<file path="config.mk">
export PLATFORM = sky130hd
export DESIGN_NAME = door_relay_pulse_retry_controller_flat
export DESIGN_NICKNAME = d
export VERILOG_FILES = /design/src/rtl/core/drpr_pkg.sv /design/src/rtl/core/drpr_stream_if.sv /design/src/rtl/core/drpr_gate.sv /design/src/rtl/core/drpr_garage.sv /design/src/rtl/core/door_relay_pulse_retry_controller.sv /design/src/flat_wrapper.sv
export SDC_FILE = /design/constraint.sdc
export NUM_CORES = 1
export LEC_CHECK = 0
export ABC_AREA = 1
export BUFFER_PORTS_ARGS = -buffer_cell sky130_fd_sc_hd__buf_4
export CORE_ASPECT_RATIO = 1.25
export CORE_MARGIN = 1.5
export CORE_UTILIZATION = 35
export CTS_CLUSTER_DIAMETER = 80
export CTS_CLUSTER_SIZE = 20
export DETAILED_ROUTE_END_ITERATION = 10
export SLEW_MARGIN = 5
export SYNTH_ARGS = -nofsm -noshare
export SYNTH_HDL_FRONTEND = slang
export SYNTH_SLANG_ARGS = --single-unit
</file>
<file path="constraint.sdc">
create_clock -name clk -period 2.4 [get_ports clk]
set_input_delay 0.12 -clock clk [delete_from_list [all_inputs] [get_ports clk]]
set_output_delay 0.12 -clock clk [all_outputs]
set_load 0.03 [all_outputs]
</file>
<file path="src/rtl/core/drpr_pkg.sv">
package drpr_pkg;

	localparam int TimerBitsDefault = 16;
	localparam int RegBits = 16;
	localparam int RetryBits = 4;
	localparam int CfgIndexBits = 2;

	localparam logic [RegBits-1:0] PulseTicksReset = 16'd1000;
	localparam logic [RegBits-1:0] CheckTicksReset = 16'd3000;
	localparam logic [RetryBits-1:0] MaxRetriesReset = 4'd5;

	typedef enum logic [CfgIndexBits-1:0] {
		CFG_PULSE_TICKS = 2'd0,
		CFG_CHECK_TICKS = 2'd1,
		CFG_MAX_RETRIES = 2'd2
	} cfg_index_t;

	typedef enum logic [1:0] {
		POS_CLOSED     = 2'd0,
		POS_OPENED     = 2'd1,
		POS_UNKNOWN    = 2'd2,
		POS_INCOHERENT = 2'd3
	} door_pos_t;

	typedef enum logic [2:0] {
		EV_NONE     = 3'd0,
		EV_STARTED  = 3'd1,
		EV_AWAIT    = 3'd2,
		EV_NO_CHECK = 3'd3,
		EV_MOVED    = 3'd4,
		EV_RETRY    = 3'd5,
		EV_GAVE_UP  = 3'd6
	} garage_event_t;

	typedef struct packed {
		logic opened_level;
		logic closed_level;
		logic garage_request;
		logic gate_request;
	} tick_t;

	typedef struct packed {
		logic [1:0]           door_position;
		logic                 position_changed;
		logic                 garage_relay_on;
		logic                 gate_relay_on;
		logic [2:0]           garage_event;
		logic [RetryBits-1:0] retry_number;
		logic                 gate_done;
	} status_t;

	typedef struct packed {
		logic [RegBits-1:0]   relay_pulse_ticks;
		logic [RegBits-1:0]   check_wait_ticks;
		logic [RetryBits-1:0] max_retries;
	} cfg_t;

	typedef struct packed {
		door_pos_t            position;
		logic                 changed;
		logic                 relay_on;
		garage_event_t        event_code;
		logic [RetryBits-1:0] retries;
	} garage_status_t;

	typedef struct packed {
		logic relay_on;
		logic done;
	} gate_status_t;

	function automatic door_pos_t decode_position(input logic opened, input logic closed);
		door_pos_t p;
		case ({opened, closed})
			2'b10:   p = POS_OPENED;
			2'b01:   p = POS_CLOSED;
			2'b00:   p = POS_UNKNOWN;
			default: p = POS_INCOHERENT;
		endcase
		return p;
	endfunction

endpackage

</file>
<file path="src/rtl/core/drpr_stream_if.sv">
interface drpr_stream_if #(
	parameter type T = logic
);
	logic valid;
	logic ready;
	T     data;

	modport source (output valid, output data, input ready);
	modport sink (input valid, input data, output ready);
endinterface

</file>
<file path="src/rtl/core/drpr_gate.sv">
module drpr_gate
	import drpr_pkg::*;
#(
	parameter int TIMER_BITS = TimerBitsDefault
) (
	input  logic               clk,
	input  logic               arst_n,
	input  logic               adv,
	input  logic               request,
	input  logic [RegBits-1:0] pulse_ticks,
	output gate_status_t       status
);
	localparam int CmpBits = (TIMER_BITS > RegBits) ? TIMER_BITS : RegBits;
	localparam logic [CmpBits-1:0] TmaxExt = CmpBits'({TIMER_BITS{1'b1}});

	logic [TIMER_BITS-1:0] timer_q, timer_d, timer_inc;
	logic                  active_q, active_d;
	logic [CmpBits-1:0]    limit_ext, limit_eff;
	logic                  expired;

	always_comb begin
		timer_inc = (timer_q == {TIMER_BITS{1'b1}}) ? timer_q : timer_q + 1'b1;
		limit_ext = CmpBits'(pulse_ticks);
		limit_eff = (limit_ext > TmaxExt) ? TmaxExt : limit_ext;
		expired = CmpBits'(timer_inc) >= limit_eff;
	end

	always_comb begin
		timer_d = timer_q;
		active_d = active_q;
		status.done = 1'b0;
		if (active_q) begin
			timer_d = timer_inc;
			if (expired) begin
				active_d = 1'b0;
				status.done = 1'b1;
			end
		end else if (request) begin
			active_d = 1'b1;
			timer_d = '0;
		end
		status.relay_on = active_d;
	end

	always_ff @(posedge clk or negedge arst_n) begin
		if (!arst_n) begin
			active_q <= 1'b0;
			timer_q <= '0;
		end else if (adv) begin
			active_q <= active_d;
			timer_q <= timer_d;
		end
	end
endmodule

</file>
<file path="src/rtl/core/drpr_garage.sv">
module drpr_garage
	import drpr_pkg::*;
#(
	parameter int TIMER_BITS = TimerBitsDefault
) (
	input  logic           clk,
	input  logic           arst_n,
	input  logic           adv,
	input  tick_t          item,
	input  cfg_t           cfg,
	output garage_status_t status
);
	localparam int CmpBits = (TIMER_BITS > RegBits) ? TIMER_BITS : RegBits;
	localparam logic [CmpBits-1:0] TmaxExt = CmpBits'({TIMER_BITS{1'b1}});

	typedef enum logic [2:0] {
		PH_IDLE  = 3'b001,
		PH_PULSE = 3'b010,
		PH_CHECK = 3'b100
	} phase_t;

	phase_t                phase_q, phase_d;
	door_pos_t             last_pos_q, start_pos_q, start_pos_d, pos;
	logic                  first_q;
	logic [TIMER_BITS-1:0] timer_q, timer_d, timer_inc;
	logic [RetryBits-1:0]  retries_q, retries_d;
	logic [CmpBits-1:0]    limit_ext, limit_eff;
	logic                  expired;
	logic                  start_at_end;
	garage_event_t         ev;

	always_comb begin
		pos = decode_position(item.opened_level, item.closed_level);
		timer_inc = (timer_q == {TIMER_BITS{1'b1}}) ? timer_q : timer_q + 1'b1;
		limit_ext = (phase_q == PH_CHECK) ? CmpBits'(cfg.check_wait_ticks)
			: CmpBits'(cfg.relay_pulse_ticks);
		limit_eff = (limit_ext > TmaxExt) ? TmaxExt : limit_ext;
		expired = CmpBits'(timer_inc) >= limit_eff;
		start_at_end = (start_pos_q == POS_CLOSED) || (start_pos_q == POS_OPENED);
	end

	always_comb begin
		phase_d = phase_q;
		timer_d = timer_q;
		retries_d = retries_q;
		start_pos_d = start_pos_q;
		ev = EV_NONE;
		if (item.garage_request) begin
			retries_d = '0;
			start_pos_d = pos;
			timer_d = '0;
			phase_d = PH_PULSE;
			ev = EV_STARTED;
		end else begin
			unique case (phase_q)
				PH_PULSE: begin
					timer_d = timer_inc;
					if (expired) begin
						if (start_at_end) begin
							timer_d = '0;
							phase_d = PH_CHECK;
							ev = EV_AWAIT;
						end else begin
							phase_d = PH_IDLE;
							ev = EV_NO_CHECK;
						end
					end
				end
				PH_CHECK: begin
					timer_d = timer_inc;
					if (expired) begin
						if (pos != start_pos_q) begin
							phase_d = PH_IDLE;
							ev = EV_MOVED;
						end else if (retries_q < cfg.max_retries) begin
							retries_d = retries_q + 1'b1;
							timer_d = '0;
							phase_d = PH_PULSE;
							ev = EV_RETRY;
						end else begin
							phase_d = PH_IDLE;
							ev = EV_GAVE_UP;
						end
					end
				end
				default: phase_d = PH_IDLE;
			endcase
		end
	end

	always_comb begin
		status.position = pos;
		status.changed = first_q || (pos != last_pos_q);
		status.relay_on = (phase_d == PH_PULSE);
		status.event_code = ev;
		status.retries = retries_d;
	end

	always_ff @(posedge clk or negedge arst_n) begin
		if (!arst_n) begin
			phase_q <= PH_IDLE;
			first_q <= 1'b1;
			last_pos_q <= POS_CLOSED;
			start_pos_q <= POS_UNKNOWN;
			timer_q <= '0;
			retries_q <= '0;
		end else if (adv) begin
			phase_q <= phase_d;
			first_q <= 1'b0;
			last_pos_q <= pos;
			start_pos_q <= start_pos_d;
			timer_q <= timer_d;
			retries_q <= retries_d;
		end
	end
endmodule

</file>
<file path="src/rtl/core/door_relay_pulse_retry_controller.sv">
// Door relay pulse and retry controller.
// tick: one item per timer tick with the debounced open/closed sensor levels
//   and one-tick garage and gate requests.
// status: one result item per tick item: decoded door position, change flag,
//   both relay drives, the garage sequence event, retry count and gate done.
// cfg_we/cfg_index/cfg_wdata: register writes (pulse ticks, check wait ticks,
//   max retries); the user must write only while no item is in flight, which the block does not enforce.
// Pipeline: tick item registered in s1, state update and result computed in
//   one pass from s1 into the status register. Throughput is one item per
//   cycle while status is taken, as the garage sequencer and gate timer
//   update their state in that one pass.
// Stall: when status is not taken, the status register holds its item, s1
//   holds the next one, and tick.ready drops while both are full.
// Reset: registers return to 1000/3000 ticks and 5 retries, the sequencer goes
//   idle, the gate relay is off and the first result flags a position change.
module door_relay_pulse_retry_controller
	import drpr_pkg::*;
#(
	parameter int TIMER_BITS = TimerBitsDefault
) (
	input  logic                    clk,
	input  logic                    arst_n,
	drpr_stream_if.sink             tick,
	drpr_stream_if.source           status,
	input  logic                    cfg_we,
	input  logic [CfgIndexBits-1:0] cfg_index,
	input  logic [RegBits-1:0]      cfg_wdata
);
	cfg_t           cfg_q;
	tick_t          item_s1;
	logic           valid_s1;
	logic           adv;
	status_t        out_q;
	logic           out_valid_q;
	garage_status_t garage;
	gate_status_t   gate;

	always_ff @(posedge clk or negedge arst_n) begin
		if (!arst_n) begin
			cfg_q.relay_pulse_ticks <= PulseTicksReset;
			cfg_q.check_wait_ticks <= CheckTicksReset;
			cfg_q.max_retries <= MaxRetriesReset;
		end else if (cfg_we) begin
			unique case (cfg_index_t'(cfg_index))
				CFG_PULSE_TICKS: cfg_q.relay_pulse_ticks <= cfg_wdata;
				CFG_CHECK_TICKS: cfg_q.check_wait_ticks <= cfg_wdata;
				CFG_MAX_RETRIES: cfg_q.max_retries <= cfg_wdata[RetryBits-1:0];
				default: ;
			endcase
		end
	end

	// s1 moves into the status register when that is empty or being drained
	assign adv = valid_s1 && (!out_valid_q || status.ready);
	assign tick.ready = !valid_s1 || adv;

	always_ff @(posedge clk or negedge arst_n) begin
		if (!arst_n) begin
			valid_s1 <= 1'b0;
		end else if (tick.ready) begin
			valid_s1 <= tick.valid;
		end
	end

	always_ff @(posedge clk) begin
		if (tick.valid && tick.ready) begin
			item_s1 <= tick.data;
		end
	end

	drpr_garage #(
		.TIMER_BITS(TIMER_BITS)
	) u_garage (
		.clk(clk),
		.arst_n(arst_n),
		.adv(adv),
		.item(item_s1),
		.cfg(cfg_q),
		.status(garage)
	);

	drpr_gate #(
		.TIMER_BITS(TIMER_BITS)
	) u_gate (
		.clk(clk),
		.arst_n(arst_n),
		.adv(adv),
		.request(item_s1.gate_request),
		.pulse_ticks(cfg_q.relay_pulse_ticks),
		.status(gate)
	);

	always_ff @(posedge clk or negedge arst_n) begin
		if (!arst_n) begin
			out_valid_q <= 1'b0;
		end else if (adv) begin
			out_valid_q <= 1'b1;
		end else if (status.ready) begin
			out_valid_q <= 1'b0;
		end
	end

	always_ff @(posedge clk) begin
		if (adv) begin
			out_q.door_position <= garage.position;
			out_q.position_changed <= garage.changed;
			out_q.garage_relay_on <= garage.relay_on;
			out_q.gate_relay_on <= gate.relay_on;
			out_q.garage_event <= garage.event_code;
			out_q.retry_number <= garage.retries;
			out_q.gate_done <= gate.done;
		end
	end

	assign status.valid = out_valid_q;
	assign status.data = out_q;

	a_s1_hold: assert property (@(posedge clk) disable iff (!arst_n)
		valid_s1 && !adv |=> valid_s1)
		else $error("s1 item dropped while output stalled");

	a_gate_done_off: assert property (@(posedge clk) disable iff (!arst_n)
		out_valid_q && out_q.gate_done |-> !out_q.gate_relay_on)
		else $error("gate relay still on when gate pulse ended");

	a_start_pulse: assert property (@(posedge clk) disable iff (!arst_n)
		out_valid_q && (out_q.garage_event == EV_STARTED)
		|-> out_q.garage_relay_on && (out_q.retry_number == '0))
		else $error("garage start without fresh pulse");

	a_end_relay_off: assert property (@(posedge clk) disable iff (!arst_n)
		out_valid_q && ((out_q.garage_event == EV_MOVED)
		|| (out_q.garage_event == EV_GAVE_UP) || (out_q.garage_event == EV_NO_CHECK)
		|| (out_q.garage_event == EV_AWAIT))
		|-> !out_q.garage_relay_on)
		else $error("garage relay on after pulse end");

	a_retry_pulse: assert property (@(posedge clk) disable iff (!arst_n)
		out_valid_q && (out_q.garage_event == EV_RETRY)
		|-> out_q.garage_relay_on && (out_q.retry_number != '0))
		else $error("retry without pulse or count");
endmodule
</file>
<file path="src/flat_wrapper.sv">
// flat-port wrapper written by rule: the top's interface ports become plain ports
module door_relay_pulse_retry_controller_flat import drpr_pkg::*;
#(
	parameter int TIMER_BITS = TimerBitsDefault
)
  (clk, arst_n, cfg_we, cfg_index, cfg_wdata, tick_valid, tick_data, tick_ready, status_valid, status_data, status_ready);
  drpr_stream_if tick_i ();
  drpr_stream_if status_i ();
  input  logic clk;
  input  logic arst_n;
  input  logic cfg_we;
  input  logic [CfgIndexBits-1:0] cfg_index;
  input  logic [RegBits-1:0] cfg_wdata;
  input wire logic [$bits(tick_i.valid)-1:0] tick_valid;
  input wire logic [$bits(tick_i.data)-1:0] tick_data;
  output wire logic [$bits(tick_i.ready)-1:0] tick_ready;
  output wire logic [$bits(status_i.valid)-1:0] status_valid;
  output wire logic [$bits(status_i.data)-1:0] status_data;
  input wire logic [$bits(status_i.ready)-1:0] status_ready;
  assign tick_i.valid = tick_valid;
  assign tick_i.data = tick_data;
  assign tick_ready = tick_i.ready;
  assign status_valid = status_i.valid;
  assign status_data = status_i.data;
  assign status_i.ready = status_ready;
  door_relay_pulse_retry_controller #(.TIMER_BITS(TIMER_BITS)) u_core (.clk(clk), .arst_n(arst_n), .tick(tick_i), .status(status_i), .cfg_we(cfg_we), .cfg_index(cfg_index), .cfg_wdata(cfg_wdata));
endmodule
</file>
---- Word level (Yosys, flattened, before mapping) ----
Cells that the tools add are included.
operators by class
  $add $sub $neg .......................... 1
  multiply operators ...................... 0
  divide/modulo/power cells ............... 0
  order comparisons ....................... 2
  equality and inequality tests ........... 1
  shift-type cells ........................ 0
  mux-type cells .......................... 10
  bitwise logic cells ..................... 0
  reductions and logical operators ........ 11
operator list
  kind                     number
  $mux W16                 4
  $add A16 B1 Y16 const B  1
  $eq A16 B16 Y1 const B   1
  $ge A16 B16 Y1           1
  $gt A16 B16 Y1 const B   1
  $mux W1                  6
  $reduce_and A2 Y1        2
  $reduce_bool A2 Y1       2
  $logic_and A1 B1 Y1      2
  $logic_not A1 Y1         2
  $logic_not A2 Y1         1
  $logic_or A1 B1 Y1       2
word-level totals
  flip-flop bits (word level) ............. 37
  bits in latches ......................... 0
  bits in writable memories ............... 0
  memory bits (read-only) ................. 0
  word-level logic and storage cells ...... 32
  memories ................................ 0

---- Logic depth before layout (Yosys ltp) ----
  depth in word-level cells ............... 5
  gate-level depth with buffers ........... 22
  gate-level depth less buffers ........... 22

---- Hierarchy ----
From an unflattened synthesis, not the netlist that was laid out.
unflattened totals
  cells, all modules ...................... 316
  area, all modules ....................... 2398.6 µm²
modules (own cells, without submodules)
  module                             times used  cells an instance  area each (µm²)  seq. area each (µm²)
  drpr_gate                          1           233                1592.8           425.4
  door_relay_pulse_retry_controller  1           83                 805.8            518.0

---- Worst setup path before layout ----
No wires, ideal clock.
  path type ............................... register -> register
  from .................................... reg u_core.u_gate.timer_q[0]
  to ...................................... reg u_core.out_q (netlist bit u_core.status.data), data pin
  library setup time ...................... 0.251 ns
  arrival time ............................ 2.034 ns
  slack ................................... 0.115 ns
  stages on the path, launching flop included .. 21
  buffers on the path ..................... 1
  period minus slack after synthesis ...... 2.285 ns
  path through ............................ dfrtp_1 -> ha_1 -> nand2_1 -> inv_2 -> nand2_4 -> nor2_4 -> nand4_2 -> buf_6 -> nand2_1 -> and2_1 -> ha_1 -> nand2_1 -> nand2_1 -> nand2_1 -> nand2_1 -> nand2_1 -> nand2_1 -> nand2_1 -> nand2_1 -> nand2_1 -> inv_1
between the ends
  cells in the longest elaborated chain, start to end .. 4
  elaborated cells between the ends (all ways) .. 5
  those cells by class .................... add/sub: 1; order compare: 1; eq/ne: 1; mux: 2
ends and longest elaborated chain
  what                                                      line                                     RTL
  start, declared                                           drpr_gate.sv:16                          logic [TIMER_BITS-1:0] timer_q, timer_d, timer_inc;
  start signal, assigned                                    drpr_gate.sv:51                          timer_q <= timer_d;
  $add A16 B1 Y16 / $eq A16 B16 Y1 (equally long branches)  drpr_gate.sv:22                          timer_inc = (timer_q == {TIMER_BITS{1'b1}}) ? timer_q : timer_q + 1'b1;
  $mux W16 *                                                drpr_gate.sv:22
  $ge A16 B16 Y1 *                                          drpr_gate.sv:25                          expired = CmpBits'(timer_inc) >= limit_eff;
  $mux W1 *                                                 drpr_gate.sv:34                          if (expired) begin
  end, declared                                             door_relay_pulse_retry_controller.sv:33  status_t out_q;
Mark *: on every way between the ends. The rest lies on a longest branch, timed or not.
A chain may end at the register's enable or synchronous reset.

---- Worst setup path after layout ----
  from .................................... reg u_core.u_gate.timer_q[1]
  to ...................................... reg u_core.out_q (netlist bit u_core.status.data), data pin
Same word-level chain as after synthesis.

==> impl_results.md <==
- Outcome: complete, but fails checks
- Failing checks: negative setup slack
- Hold_sp: tick_valid
- Remaining DRCs: 0
- Critical path class: reg -> reg
- Area Growth Syn to Fin: 39.1%
- Final Max Slew Viols: 0
- Port bufs: 26
- Die ar.: between 0.007 and 0.008 mm2
- Min Hold Slack: 0.0564 ns
- Routed wire per std cell: between 10 and 15 um
- TritonCTS buffer count: 5
- Sequential element share of the synthesized area: 0.408
- Violation count after the first detailed-route iteration: between 90 and 100
- Fin nets: roughly 410
- Total grt overflow: 0
- Ys Warns: 0
- Clock latency on the worst-skew pair: 0.29 ns
- Share of post-route cells with drive strength above 1: 0.313
- Worst-Margin Slew: between 0.4 and 0.5 ns
- Cell variety after synth: 27
- Startpoint Class: register
- Routed Antenna Nets: 0
- Final Non-Filler Cells: roughly 460
- First-pass GRT wire length: between 9 and 10 mm
- Crit end category: register
- CP required: ~2.5 ns
- Max Cap Viol: 0
- CTS root buffer: clkbuf_8
- Total Power: about 0.0024 W
- Post-route setup slack: -0.00808 ns
- Part of the cycle the worst path needs: 1.00
- Initial core utilization: 0.367
- Htree depth: 2
- Endpoints failing setup: 1
- Avg Cell Area, Syn: approximately 7.5 um2
- Final hold violation count: 0
- Pwr/cell area: roughly 750 mW/mm2
- Peak supply drop: 424 uV
- Slew Limit Headroom: 0.674
- Ant diodes: 0
- Start of the worst register-to-register path: u_core.u_gate.timer_q[1]
- Gpl congestion: approximately 0.9
- Final WL: approximately 5.6 mm
- Placed cells: roughly 430
- Die Wd: approximately 76 um
- Post-Syn Area: approximately 0.0023 mm2
- Routed vias: about 2100
- Critical Path Source: u_core.u_gate.timer_q[1]
- Cell count after synthesis: approximately 310
- Number of global-route vias before repair: ~2200
- First-pass detailed-route iteration total: 4
- Synth Register Bits: 37
- Commonest non-fill, non-tap cell in the layout: nand2_1
- Hold/Removal Path Class: in -> reg
- Largest net degree at the start of global routing: 36
- CTS tree: done
- I/O Pins: 27
- Bufs on Longest Clock Path: 2
- Worst-case clock skew: around 0.0043 ns
- GRT Total Usage: 0.173
- Core Region: 0.00629 mm2
- Unrepaired setup endpoints after global routing: yes
- Max Clk Rate: a little over 400 MHz
- Pre-CTS setup slack: -0.0781 ns
- Sink Count: 37
- Leak: approximately 1.7 nW
- Initial antenna violation count: 0
- Arr. time, crit path: about 2.5 ns
- # rows: 32
- Syn nets: 349
- Drt via density: roughly 4.6
- Crit path max fanout: 7
- Clock transition at path regs: roughly 0.080 ns
- Die Height: about 94 um
- Post-DP HPWL: 3.92 mm
- Most frequent cells in the layout: nand2_1, buf_4, inv_1, nor2_1, dfrtp_1
- Min cycle time layout: around 2.4 ns
## final cells by class
cell class / instances / area (um2)
fill: 585 / 3070
multi-input combinational: 216 / 1340
sequential: 37 / 943
timing repair buffer: 63 / 517
inverter: 50 / 190
tap: 85 / 106
clock buffer: 7 / 86.3
clock inverter: 1 / 30.0
## metal layers
layer	global-route usage	up-vias	wire (um)
li1	-	1090	-
met1	0.200	973	2360
met2	0.309	36	3040
met3	0.0247	11	116
met4	0.0744	0	121
met5	0	-	0
## final timing paths
check | end | slack [ns] | cells after the start
min in group asynchronous | u_core.cfg_q[24] | 0.32 | 2
max in group asynchronous | u_core.cfg_q[29] | 1.73 | 2
worst min register to register | u_core.cfg_q[23] | 0.49 | 2
worst max register to register | u_core.status.data | -0.008 | 20
worst max-delay path | u_core.status.data | -0.008 | 20
worst min-delay path | u_core.valid_s1 | 0.06 | 3
## logic make-up (layout without fill, tap and decap cells)
logic type                 after synthesis  count (layout)  synth area share
adders and majority gates               17              17            0.0921
buffers and inverters                   55             121            0.0932
AOI/OAI and AO/OA                       39              39            0.0899
DFF                                     37              37             0.408
xor gates and xnor gates                 6               6            0.0228
and+or+nand+nor                        153             153             0.289
muxes                                    1               1           0.00488
## power by group
| group | switching [W] | leakage [nW] | total [W] | internal, W |
|---|---|---|---|---|
| clock network | 0.000229 | 0.0585 | 0.000568 | 0.000339 |
| registers | 0.0000895 | 0.443 | 0.000853 | 0.000764 |
| logic | 0.000551 | 1.20 | 0.000995 | 0.000444 |
## flip-flops by register name, indices dropped and copies added, names as in the netlist
name / cells
u_core.cfg_q: 16
u_core.u_gate.timer_q: 16
u_core.item_s1: 1
u_core.status.data: 1
u_core.status.valid: 1
u_core.u_gate.active_q: 1
u_core.valid_s1: 1
## critical path, cell delays in order (launching register included)
cell and delay, ns:
dfrtp_1 0.41, ha_4 0.17, nand2_4 0.06, inv_4 0.07, nand2_4 0.06, nor2_4 0.17
nand4_4 0.14, buf_12 0.18, nand2_4 0.05, and2_4 0.14, ha_4 0.20, nand2_2 0.05
nand2_1 0.05, nand2_1 0.05, nand2_1 0.04, nand2_1 0.05, nand2_1 0.05, nand2_1 0.05
nand2_1 0.05, nand2_1 0.07, inv_1 0.04
## Yosys cell counts, drive strengths merged
| cell type | n | area [um2] |
|---|---|---|
| dfstp | 6 | 158 |
| xor2 | 6 | 52.6 |
| mux2 | 1 | 11.3 |
| ha | 17 | 213 |
| nand3 | 11 | 55.1 |
| inv | 50 | 188 |
| o21ai | 15 | 86.3 |
| clkbuf | 3 | 11.3 |
| nor2 | 36 | 163 |
| and2 | 1 | 6.26 |
| dfrtp | 29 | 726 |
| edfxtp | 2 | 60.1 |
| nor3 | 5 | 36.3 |
| nand2 | 95 | 369 |
| buf | 2 | 16.3 |
| nand4 | 5 | 37.5 |
| a21oi | 23 | 115 |
| o22ai | 1 | 6.26 |
## per-stage QoR
step                area (um2)   util  setup TNS, ns
finish                    3210  0.511       -0.00808
detailed placement        2730  0.435        -0.0781
floorplan                 2310      -              0
CTS                       3040  0.483              0
global placement          2730  0.435        -0.0667
global route              3210  0.511         -0.393
## repair_timing
action                                  in CTS  in global routing
resized for setup                           17                 32
hold buffers                                 2                  0
endpoints found under the hold margin       30                  0
pin swaps                                   11                 11
endpoints found under the setup margin       2                  3
buffers inserted                            13                  4
Power figures use the tool's default switching activity.
